File: src/rtl/lifpair_pkg.sv
// Package with types, widths and reset constants of the LIF neuron pair.
package lifpair_pkg;

  // Default synaptic delay in time steps.
  localparam int unsigned DelayTicksDefault = 2;

  // Datapath widths.
  localparam int unsigned ValW    = 16;
  localparam int unsigned RefW    = 8;
  localparam int unsigned CfgIdxW = 3;
  localparam int unsigned SumW    = 19;
  localparam int unsigned MulBW   = 17;
  localparam int unsigned ProdW   = SumW + MulBW;
  localparam int unsigned RndW    = ProdW + 1 - 16;
  localparam int unsigned WideW   = 22;
  localparam int unsigned InDataW  = 8;
  localparam int unsigned OutDataW = 40;

  // Reset values of the registers and the state.
  localparam logic signed [ValW-1:0] RestReset     = -16'sd16640;
  localparam logic signed [ValW-1:0] ResetPotReset = -16'sd16640;
  localparam logic signed [ValW-1:0] ThreshReset   = -16'sd14080;
  localparam logic signed [ValW-1:0] DriveReset    = 16'sd3072;
  localparam logic [ValW-1:0]        LeakReset     = 16'd3277;
  localparam logic [ValW-1:0]        DecayReset    = 16'd53656;
  localparam logic signed [ValW-1:0] WeightReset   = 16'sd512;
  localparam logic [RefW-1:0]        RefractReset  = 8'd5;
  localparam logic signed [ValW-1:0] PotAReset     = -16'sd16640;
  localparam logic signed [ValW-1:0] PotBReset     = -16'sd20480;

  // Sequencer states.
  typedef enum logic [2:0] {
    ST_IDLE,
    ST_SYN_A,
    ST_SYN_B,
    ST_MEM_A,
    ST_MEM_B,
    ST_MEM_END,
    ST_EMIT
  } state_t;

  // Configuration register indexes.
  typedef enum logic [CfgIdxW-1:0] {
    REG_REST,
    REG_RESET_POT,
    REG_THRESH,
    REG_DRIVE,
    REG_LEAK,
    REG_DECAY,
    REG_WEIGHT,
    REG_REFRACT
  } cfg_reg_t;

endpackage

File: src/rtl/lif_neuron_pair_with_synaptic_delay_top.sv
// Two cross-coupled leaky integrate-and-fire neurons sharing one multiplier.
// With advance = 1 an accepted request goes through SYN_A, SYN_B, MEM_A, MEM_B,
// MEM_END and EMIT before the result is registered; with advance = 0 it goes
// straight to EMIT. One request is worked on at a time, and the one shared
// multiplier is used in turn for both decay products and both leak products.
// Synchronous active-high reset restores register defaults and neuron state.
module lif_neuron_pair_with_synaptic_delay_top #(
  parameter int unsigned DELAY_TICKS = lifpair_pkg::DelayTicksDefault
) (
  input  logic                                clk,
  input  logic                                rst,
  // Input stream; s_tdata: advance[0], zero fill above.
  input  logic                                s_tvalid,
  output logic                                s_tready,
  input  logic [lifpair_pkg::InDataW-1:0]     s_tdata,
  // Output stream; m_tdata: potential_a[15:0], potential_b[31:16],
  // spike_a[32], spike_b[33], zero fill above.
  output logic                                m_tvalid,
  input  logic                                m_tready,
  output logic [lifpair_pkg::OutDataW-1:0]    m_tdata,
  // Configuration write port.
  input  logic                                cfg_we,
  input  logic [lifpair_pkg::CfgIdxW-1:0]     cfg_index,
  input  logic [lifpair_pkg::ValW-1:0]        cfg_data
);

  localparam int unsigned LineW = DELAY_TICKS + 1;
  localparam int unsigned ValW  = lifpair_pkg::ValW;
  localparam int unsigned RefW  = lifpair_pkg::RefW;
  localparam int unsigned SumW  = lifpair_pkg::SumW;
  localparam int unsigned MulBW = lifpair_pkg::MulBW;
  localparam int unsigned ProdW = lifpair_pkg::ProdW;
  localparam int unsigned RndW  = lifpair_pkg::RndW;
  localparam int unsigned WideW = lifpair_pkg::WideW;

  // Saturate a wide signed value to 16 bits.
  function automatic logic signed [ValW-1:0] sat16(input logic signed [WideW-1:0] x);
    logic signed [WideW-1:0] hi;
    logic signed [WideW-1:0] lo;
    hi = WideW'(32767);
    lo = -WideW'(32768);
    if (x > hi) begin
      sat16 = 16'sh7FFF;
    end else if (x < lo) begin
      sat16 = 16'sh8000;
    end else begin
      sat16 = x[ValW-1:0];
    end
  endfunction

  // Configuration registers.
  logic signed [ValW-1:0] rest_potential;
  logic signed [ValW-1:0] reset_potential;
  logic signed [ValW-1:0] threshold;
  logic signed [ValW-1:0] drive;
  logic [ValW-1:0]        leak_rate;
  logic [ValW-1:0]        syn_decay;
  logic signed [ValW-1:0] syn_weight;
  logic [RefW-1:0]        refractory_ticks;

  // Neuron state.
  logic signed [ValW-1:0] potential [2];
  logic signed [ValW-1:0] current [2];
  logic [RefW-1:0]        ref_count [2];
  logic [LineW-1:0]       delay_line [2];
  logic                   spike [2];

  // Sequencer and datapath registers.
  lifpair_pkg::state_t state;
  lifpair_pkg::state_t state_next;
  logic signed [ProdW-1:0] prod;
  logic                    out_valid;
  logic [lifpair_pkg::OutDataW-1:0] out_data;

  logic                    accept;
  logic                    out_free;
  logic                    load_out;
  logic                    idx;
  logic signed [SumW-1:0]  mul_a;
  logic signed [MulBW-1:0] mul_b;
  logic signed [ProdW-1:0] prod_next;
  logic signed [ProdW:0]   prod_rnd;
  logic signed [RndW-1:0]  rnd;
  logic signed [WideW-1:0] cur_wide;
  logic signed [ValW-1:0]  cur_new;
  logic signed [WideW-1:0] pot_wide;
  logic signed [ValW-1:0]  pot_sat;
  logic                    spk_new;
  logic [RefW-1:0]         ref_new;
  logic signed [ValW-1:0]  pot_new;
  logic                    arrive;

  assign accept   = s_tvalid && s_tready;
  assign s_tready = (state == lifpair_pkg::ST_IDLE);
  assign out_free = !out_valid || m_tready;
  assign load_out = (state == lifpair_pkg::ST_EMIT) && out_free;
  assign m_tvalid = out_valid;
  assign m_tdata  = out_data;

  // Configuration writes.
  always_ff @(posedge clk) begin
    if (rst) begin
      rest_potential   <= lifpair_pkg::RestReset;
      reset_potential  <= lifpair_pkg::ResetPotReset;
      threshold        <= lifpair_pkg::ThreshReset;
      drive            <= lifpair_pkg::DriveReset;
      leak_rate        <= lifpair_pkg::LeakReset;
      syn_decay        <= lifpair_pkg::DecayReset;
      syn_weight       <= lifpair_pkg::WeightReset;
      refractory_ticks <= lifpair_pkg::RefractReset;
    end else if (cfg_we) begin
      unique case (lifpair_pkg::cfg_reg_t'(cfg_index))
        lifpair_pkg::REG_REST:      rest_potential   <= cfg_data;
        lifpair_pkg::REG_RESET_POT: reset_potential  <= cfg_data;
        lifpair_pkg::REG_THRESH:    threshold        <= cfg_data;
        lifpair_pkg::REG_DRIVE:     drive            <= cfg_data;
        lifpair_pkg::REG_LEAK:      leak_rate        <= cfg_data;
        lifpair_pkg::REG_DECAY:     syn_decay        <= cfg_data;
        lifpair_pkg::REG_WEIGHT:    syn_weight       <= cfg_data;
        lifpair_pkg::REG_REFRACT:   refractory_ticks <= cfg_data[RefW-1:0];
        default: ;
      endcase
    end
  end

  // Next state of the sequencer.
  always_comb begin
    state_next = state;
    unique case (state)
      lifpair_pkg::ST_IDLE: begin
        if (accept) begin
          state_next = s_tdata[0] ? lifpair_pkg::ST_SYN_A : lifpair_pkg::ST_EMIT;
        end
      end
      lifpair_pkg::ST_SYN_A:   state_next = lifpair_pkg::ST_SYN_B;
      lifpair_pkg::ST_SYN_B:   state_next = lifpair_pkg::ST_MEM_A;
      lifpair_pkg::ST_MEM_A:   state_next = lifpair_pkg::ST_MEM_B;
      lifpair_pkg::ST_MEM_B:   state_next = lifpair_pkg::ST_MEM_END;
      lifpair_pkg::ST_MEM_END: state_next = lifpair_pkg::ST_EMIT;
      lifpair_pkg::ST_EMIT: begin
        if (out_free) begin
          state_next = lifpair_pkg::ST_IDLE;
        end
      end
      default: state_next = lifpair_pkg::ST_IDLE;
    endcase
  end

  always_ff @(posedge clk) begin
    if (rst) begin
      state <= lifpair_pkg::ST_IDLE;
    end else begin
      state <= state_next;
    end
  end

  // Operand selection for the shared multiplier.
  always_comb begin
    mul_a = '0;
    mul_b = '0;
    unique case (state)
      lifpair_pkg::ST_SYN_A: begin
        mul_a = SumW'(current[0]);
        mul_b = {1'b0, syn_decay};
      end
      lifpair_pkg::ST_SYN_B: begin
        mul_a = SumW'(current[1]);
        mul_b = {1'b0, syn_decay};
      end
      lifpair_pkg::ST_MEM_A: begin
        mul_a = SumW'(rest_potential) - SumW'(potential[0])
              + SumW'(current[0]) + SumW'(drive);
        mul_b = {1'b0, leak_rate};
      end
      lifpair_pkg::ST_MEM_B: begin
        mul_a = SumW'(rest_potential) - SumW'(potential[1])
              + SumW'(current[1]) + SumW'(drive);
        mul_b = {1'b0, leak_rate};
      end
      default: ;
    endcase
  end

  assign prod_next = ProdW'(mul_a * mul_b);

  always_ff @(posedge clk) begin
    prod <= prod_next;
  end

  // Rounding of the registered product and the per-neuron update.
  // The product of one step is consumed in the step after it, so the
  // neuron index is A in SYN_B and MEM_B, B in MEM_A and MEM_END.
  always_comb begin
    idx      = !((state == lifpair_pkg::ST_SYN_B) || (state == lifpair_pkg::ST_MEM_B));
    prod_rnd = {prod[ProdW-1], prod} + (ProdW+1)'(32768);
    rnd      = prod_rnd[ProdW:16];
    // Spike of the other neuron leaving its delay line.
    arrive   = delay_line[!idx][DELAY_TICKS];
    cur_wide = WideW'(rnd) + (arrive ? WideW'(syn_weight) : WideW'(0));
    cur_new  = sat16(cur_wide);
    pot_wide = WideW'(rnd) + WideW'(potential[idx]);
    pot_sat  = sat16(pot_wide);
    spk_new  = pot_sat > threshold;
    if (spk_new) begin
      ref_new = refractory_ticks;
    end else if (ref_count[idx] != '0) begin
      ref_new = ref_count[idx] - RefW'(1);
    end else begin
      ref_new = '0;
    end
    pot_new = (ref_new != '0) ? reset_potential : pot_sat;
  end

  // Neuron state registers.
  always_ff @(posedge clk) begin
    if (rst) begin
      potential[0]  <= lifpair_pkg::PotAReset;
      potential[1]  <= lifpair_pkg::PotBReset;
      current[0]    <= '0;
      current[1]    <= '0;
      ref_count[0]  <= '0;
      ref_count[1]  <= '0;
      delay_line[0] <= '0;
      delay_line[1] <= '0;
      spike[0]      <= 1'b0;
      spike[1]      <= 1'b0;
    end else begin
      if (accept) begin
        spike[0] <= 1'b0;
        spike[1] <= 1'b0;
      end
      if ((state == lifpair_pkg::ST_SYN_B) || (state == lifpair_pkg::ST_MEM_A)) begin
        current[idx] <= cur_new;
      end
      if ((state == lifpair_pkg::ST_MEM_B) || (state == lifpair_pkg::ST_MEM_END)) begin
        potential[idx]  <= pot_new;
        ref_count[idx]  <= ref_new;
        spike[idx]      <= spk_new;
        // Shift the new spike in; the oldest bit drops off the top.
        delay_line[idx] <= LineW'({delay_line[idx], spk_new});
      end
    end
  end

  // Output register.
  always_ff @(posedge clk) begin
    if (rst) begin
      out_valid <= 1'b0;
    end else if (load_out) begin
      out_valid <= 1'b1;
    end else if (m_tready) begin
      out_valid <= 1'b0;
    end
  end

  always_ff @(posedge clk) begin
    if (load_out) begin
      out_data <= {6'b0, spike[1], spike[0], potential[1], potential[0]};
    end
  end

endmodule
File: config.mk
export PLATFORM = sky130hd
export DESIGN_NAME = lif_neuron_pair_with_synaptic_delay_top
export DESIGN_NICKNAME = d
export VERILOG_FILES = /design/src/rtl/lifpair_pkg.sv /design/src/rtl/lif_neuron_pair_with_synaptic_delay_top.sv
export SDC_FILE = /design/constraint.sdc
export NUM_CORES = 2
export LEC_CHECK = 0
export ABC_AREA = 1
export BUFFER_PORTS_ARGS = -buffer_cell sky130_fd_sc_hd__buf_2
export CAP_MARGIN = 20
export CORE_MARGIN = 5
export CORE_UTILIZATION = 45
export CTS_CLUSTER_DIAMETER = 120
export DETAILED_ROUTE_END_ITERATION = 7
export GPL_ROUTABILITY_DRIVEN = 0
export SLEW_MARGIN = 0
export SYNTH_ARGS = -nofsm -noshare
export SYNTH_HDL_FRONTEND = slang
export SYNTH_SLANG_ARGS = --single-unit
File: constraint.sdc
create_clock -name clk -period 8.75 [get_ports clk]
set_clock_uncertainty 0.2 [all_clocks]
set_input_delay 0.875 -clock clk [delete_from_list [all_inputs] [get_ports clk]]
set_output_delay 0.875 -clock clk [all_outputs]
set_load 0.01 [all_outputs]
======== Yosys cells after proc, flatten, opt, wreduce, memory -nomap -nowiden ========
Memories as Yosys holds them, arrays and structs flattened. A register that Yosys moved wholly into a read port is not among the register bits.
Cells that the tools add are included.
word-level totals
  output and inout bits ................... 42
  bits in latches ......................... 0
  memory bits (writable) .................. 88
  memories ................................ 5
  bits of input ports ..................... 32
  register bits ........................... 194
  ROM bits ................................ 0
operators by class
  bitwise logic cells ..................... 2
  magnitude comparators ................... 5
  add/sub/neg operators ................... 10
  $mul .................................... 1
  shift-type cells ........................ 0
  div/mod/pow operators ................... 0
  equality and inequality tests ........... 15
  reductions and logical operators ........ 29
  muxes and demuxes ....................... 44
memory list
  name        words  bits a word  rd ports  clocked after Yosys merged registers in  wr ports  RTL line                                       RTL
  current     2      16           2         0                                        2         lif_neuron_pair_with_synaptic_delay_top.sv:63  logic signed [ValW-1:0] current [2];
  potential   2      16           3         0                                        2         lif_neuron_pair_with_synaptic_delay_top.sv:62  logic signed [ValW-1:0] potential [2];
  ref_count   2      8            1         0                                        2         lif_neuron_pair_with_synaptic_delay_top.sv:64  logic [RefW-1:0] ref_count [2];
  delay_line  2      3            2         0                                        2         lif_neuron_pair_with_synaptic_delay_top.sv:65  logic [LineW-1:0] delay_line [2];
  spike       2      1            2         2                                        2         lif_neuron_pair_with_synaptic_delay_top.sv:66  logic spike [2];
operators with widths
  kind                                                              number
  2-to-1 mux 16 bit                                                 7
  one-hot mux 19 bit (4 select lines)                               1
  greater-than comparator 22 x 16 -> 1 bit (second input constant)  2
  < comparator 22 x 16 -> 1 bit (second input constant)             2
  adder 18 x 16 -> 19 bit                                           2
  adder 36 x 17 -> 37 bit (second input constant)                   1
  adder 17 x 16 -> 18 bit                                           2
  multiplier 19 x 17 -> 36 bit                                      1
  subtractor 16 x 16 -> 17 bit                                      2
  one-hot mux 16 bit (2 select lines)                               1
  OR reduction 16 bit                                               2
  2-to-1 mux 1 bit                                                  26
  2-to-1 mux 8 bit                                                  3
  adder 21 x 16 -> 22 bit                                           1
  adder 21 x 22 -> 22 bit                                           1
  2-to-1 mux 22 bit                                                 1
  == test 3 bit (second input constant)                             7
  one-hot mux 3 bit (7 select lines)                                1
  AND reduction 2 bit                                               9
  greater-than comparator 16 bit                                    1
  nonzero test 8 bit                                                2
  == test 3 x 2 -> 1 bit (second input constant)                    4
  2-to-1 mux 3 bit                                                  4
  OR reduction 8 bit                                                1
  13 further kinds                                                  22

======== Logic depth before layout (Yosys ltp) ========
An unclocked memory read counts as a cell.
  word-level depth ........................ 13
  depth in mapped cells ................... 49
  gate-level depth less buffers ........... 47

======== Worst setup path before layout ========
OpenSTA, ideal clock, no wires.
  kind .................................... flip-flop to flip-flop
  start point ............................. register rest_potential[3]
  end point ............................... register prod[33]
  required time ........................... 8.429 ns
  arrival ................................. 8.036 ns
  setup time .............................. 0.121 ns
  cell stages (with the launch flop) ...... 39
  path slack .............................. 0.393 ns
  path through ............................ dfxtp_1 fa_1 inv_1 fa_1 inv_1 ha_1 nand2_1 nand2_1 a31oi_1 o21ai_0 nand2_1 nand2_1 nand2_1 nand2_1 nand2_1 nand2_1 nand2_1 o21ai_0 [... 3 more ...] fa_1 inv_1 fa_1 clkbuf_1 inv_1 fa_1 fa_1 fa_1 fa_1 inv_1 ha_1 a21oi_1 o21ai_0 a21oi_1 o21ai_0 a31oi_1 nand2_1 xor2_1
between the ends
  cells in the longest elaborated chain, start to end .. 5
  elaborated cells between the ends (all ways) .. 8
  those cells by class .................... add/sub: 6; mul: 1; mux: 1
ends and longest elaborated chain
  element                                          RTL line                                                                                        RTL
  from (decl)                                      lif_neuron_pair_with_synaptic_delay_top.sv:52                                                   logic signed [ValW-1:0] rest_potential;
  from (signal assigned)                           lif_neuron_pair_with_synaptic_delay_top.sv:103                                                  rest_potential <= lifpair_pkg::RestReset;
  from (signal assigned)                           lif_neuron_pair_with_synaptic_delay_top.sv:113                                                  lifpair_pkg::REG_REST: rest_potential <= cfg_data;
  subtractor 16 x 16 -> 17 bit (on tied branches)  lif_neuron_pair_with_synaptic_delay_top.sv:176, lif_neuron_pair_with_synaptic_delay_top.sv:171
  adder 17 x 16 -> 18 bit (on tied branches)       lif_neuron_pair_with_synaptic_delay_top.sv:177, lif_neuron_pair_with_synaptic_delay_top.sv:172
  adder 18 x 16 -> 19 bit (on tied branches)       lif_neuron_pair_with_synaptic_delay_top.sv:177, lif_neuron_pair_with_synaptic_delay_top.sv:172
  one-hot mux 19 bit (4 select lines) *            lif_neuron_pair_with_synaptic_delay_top.sv:161                                                  unique case (state)
  multiplier 19 x 17 -> 36 bit *                   lif_neuron_pair_with_synaptic_delay_top.sv:184                                                  assign prod_next = ProdW'(mul_a * mul_b);
  net prod_next[33]                                lif_neuron_pair_with_synaptic_delay_top.sv:81                                                   logic signed [ProdW-1:0] prod_next;
  to (signal assigned)                             lif_neuron_pair_with_synaptic_delay_top.sv:187                                                  prod <= prod_next;
  to (decl)                                        lif_neuron_pair_with_synaptic_delay_top.sv:71                                                   logic signed [ProdW-1:0] prod;
The timed path passes the listed nets; every way through them passes the cells marked *.
A chain may end at the register's enable or synchronous reset.

==> flow_metrics.env <==
export IMPL_max_stage_delay_ns=0.56
export IMPL_clkLatencyLatePin_ns=0.57
export IMPL_h_tree_depth=1
export IMPL_ff2ff_setup_slack_ns=0.29
export IMPL_finalCritPeriodShare_pct=96.6
export IMPL_die_width_um=265
export IMPL_cts_root_buf="clkbuf_16"
export IMPL_arrival_ns=8.71
export IMPL_dr_total_vias=24482
export IMPL_outcome="finished clean"
export IMPL_grt_max_degree=96
export IMPL_hp_class="reg -> reg"
export IMPL_grt_pass1_vias=23676
export IMPL_yosysWarnings=0
export IMPL_finalHoldViolations=0
export IMPL_synth_area_leaders="fa_1, edfxtp_1, inv_1, nand2_1, dfxtp_1"
export IMPL_antenna_found_initial=0
export IMPL_syn_cell_area_sq_mm=0.0293
export IMPL_drt_iter0_drc=1790
export IMPL_seq_area_frac_synth_pct=22.4
export IMPL_synth_flop_cell="dfxtp_1"
export IMPL_maxSlewHeadroom_pct=34.0
export IMPL_postSynthCellCount=3800
export IMPL_syn_to_final_growth_pct=13.4
export IMPL_final_layout_size_suffix_gt1_share_pct=10.9
export IMPL_drc=0
export IMPL_synth_top_cell_by_area="fa_1"
export IMPL_cts_sinks=267
export IMPL_crit_fanout=6
export IMPL_grt_usage_pct=23.5
export IMPL_synth_seq_cells=267
export IMPL_max_freq_ghz=0.118
export IMPL_wire_per_inst_um=17.6
export IMPL_vdd_drop_max_mv=0.262
export IMPL_rsz0062_at_grt="true"
export IMPL_maxCapViolations=0
export IMPL_nNetsFinal=4548
export IMPL_p_leak_nw=16.8
export IMPL_io_pins=74
export IMPL_dpl_cell_area_sq_mm=0.0314
export IMPL_ys_types=52
export IMPL_rows=93
export IMPL_postRouteAntennaNets=0
export IMPL_crit_family="adder cells"
export IMPL_place_ws_ns=-0.000663
export IMPL_worst_path_most_repeated_cell="fa_1"
export IMPL_diodes=0
export IMPL_wirelength_um=85200
export IMPL_cts_clk_slew_worst_paths_ns=0.07
export IMPL_hold_ws_ns=0.226
export IMPL_avgSynthCellArea_sq_um=7.71
export IMPL_synth_top_area_share_pct=25.1
export IMPL_numCtsBuffers=28
export IMPL_die_h_um=265
export IMPL_start_util_pct=45.4
export IMPL_synth_edf_count=122
export IMPL_endpoint_kind="flop"
export IMPL_crit_buf_inv=9
export IMPL_finalPower_mw=13.6
export IMPL_crit_slowest_cell="fa_1"
export IMPL_dp_final_hpwl_um=66900
export IMPL_final_cell_area_sq_mm=0.0332
export IMPL_setup_ws_ns=0.294
export IMPL_period_needed_ns=8.46
export IMPL_first_pass_iters=5
export IMPL_cts_tree="built"
export IMPL_core_area_sq_mm=0.0645
export IMPL_final_util_pct=51.5
export IMPL_numPortBuffers=60
export IMPL_cts_path_max_buffers=3
export IMPL_overflow=0
export IMPL_die_area_sq_mm=0.0703
export IMPL_grt_pass1_wl_um=131000
export IMPL_powerDensity_mw_per_mm2=408
export IMPL_finalMaxSlewViolations=0
export IMPL_viasPerCell=5.06
export IMPL_cp_start_kind="flop"
export IMPL_cp_required_ns=9.00
export IMPL_setup_viol=0
export IMPL_crit_type="reg -> reg"
export IMPL_synth_async_reset_ratio_pct=0
export IMPL_worst_slew_pin_slew_ns=0.987
-- where the power goes --
group	switching, mW	total, mW	leakage, nW	internal, mW
clock network	0.541	1.25	0.465	0.710
logic	6.80	10.7	14.0	3.92
registers	0.0901	1.60	2.36	1.51
total	7.43	13.6	16.8	6.14
-- cell usage in the layout (no fill, tap or decap), types with 8 or more instances in the layout --
cell / count
nand2_2: 25
a21o_1: 11
inv_1: 907
nand3_1: 132
o2111ai_1: 8
nand2_1: 804
a21oi_1: 198
o22ai_1: 13
xor2_1: 55
nor2_2: 21
inv_2: 13
fa_1: 356
o21bai_1: 8
ha_4: 17
ha_1: 166
nand4_1: 22
nor3_1: 14
edfxtp_1: 122
a21oi_2: 19
nand3b_1: 9
nor2_1: 300
buf_4: 149
o211ai_1: 25
clkbuf_16: 33
xnor2_1: 32
o21ai_1: 32
buf_2: 60
buf_12: 9
dfxtp_1: 144
or2_2: 9
o21ai_0: 145
fa_2: 11
-- layout make-up --
class | count | area, sq um
Fill cell | 6395 | 31200
Multi-Input combinational cell | 2510 | 19400
Sequential cell | 267 | 6570
Inverter | 927 | 3480
Timing Repair Buffer | 228 | 1750
Tap cell | 855 | 1070
Clock buffer | 38 | 801
Clock inverter | 14 | 158
-- timing repair --
action | in CTS | in global routing
hold buffers | 0 | 0
pin swaps | 3 | 70
endpoints found under the setup margin | 4 | 21
buffers inserted | 0 | 31
gates cloned | 0 | 3
resized for setup | 3 | 156
-- kinds of logic (layout without fill, tap and decap cells) --
group / count (synthesis) / after routing / share of synthesized area, %
and+or+nand+nor: 1353 / 1353 / 18.7
other: 1 / 6 / 0.0128
DFF: 267 / 267 / 22.4
adders and majority gates: 554 / 554 / 33.1
AOI/OAI and AO/OA: 507 / 507 / 9.67
xor gates and xnor gates: 88 / 88 / 2.63
muxes: 2 / 2 / 0.0683
buffers and inverters: 1028 / 1207 / 13.4
-- Yosys cell counts (7+ instances only) --
| library cell | n |
|---|---|
| inv_1 | 919 |
| nand2_1 | 822 |
| fa_1 | 367 |
| nor2_1 | 313 |
| a21oi_1 | 219 |
| ha_1 | 187 |
| o21ai_0 | 173 |
| dfxtp_1 | 145 |
| nand3_1 | 135 |
| edfxtp_1 | 122 |
| clkbuf_1 | 80 |
| xor2_1 | 55 |
| xnor2_1 | 33 |
| o211ai_1 | 25 |
| nand4_1 | 22 |
| nor3_1 | 17 |
| o22ai_1 | 13 |
| a21o_1 | 11 |
| o21ai_1 | 11 |
| o2111ai_1 | 10 |
| buf_4 | 9 |
| nand3b_1 | 9 |
| o21bai_1 | 9 |
| or2_2 | 9 |
| a31oi_1 | 8 |
| nor2_2 | 8 |
| nand2_2 | 7 |
-- sequential cells by signal (all words and copies together), names as in the netlist --
| register | flops |
|---|---|
| m_tvalid | 1 |
| potential | 32 |
| delay_line | 6 |
| syn_weight | 16 |
| spike | 2 |
| rest_potential | 16 |
| ref_count | 16 |
| current | 32 |
| prod | 21 |
| drive | 16 |
| syn_decay | 16 |
| leak_rate | 16 |
| reset_potential | 16 |
| refractory_ticks | 8 |
| state | 3 |
| m_tdata | 34 |
| threshold | 16 |
-- final timing paths --
path | start | to | cells past startpoint
hold / removal | spike[1]$_SDFFCE_PN0P_ | m_tdata[33]$_DFFE_PP_ | 0
setup / recovery | potential[1][1]$_SDFFCE_PN0P_ | prod[33]$_DFF_P_ | 38
setup reg to reg | potential[1][1]$_SDFFCE_PN0P_ | prod[33]$_DFF_P_ | 38
hold reg to reg | spike[1]$_SDFFCE_PN0P_ | m_tdata[33]$_DFFE_PP_ | 0
-- metal layers --
| metal | wire, um | track usage [%] |
|---|---|---|
| met1 | 36900 | 32.4 |
| met2 | 41200 | 40.2 |
| met3 | 5020 | 2.83 |
| met4 | 2110 | 5.06 |
| met5 | 0 | 0 |
-- worst register-to-register path: cells and delay by family (launching register included) --
family / cells / cell delay (ns)
buffers and inverters: 9 / 0.83
AOI/OAI and AO/OA: 7 / 1.08
DFF: 1 / 0.36
adders and majority gates: 11 / 4.59
and+or+nand+nor: 10 / 1.11
xor gates and xnor gates: 1 / 0.15
-- through the flow --
| step | std cells | TNS (ns) |
|---|---|---|
| floorplan | 3805 | 0 |
| CTS | 4805 | 0 |
| global placement | 4753 | 0 |
| detailed placement | 4753 | -0.000663 |
| global route | 4839 | -0.303 |
| finish | 4839 | 0 |
(Power assumes the default switching activity.)
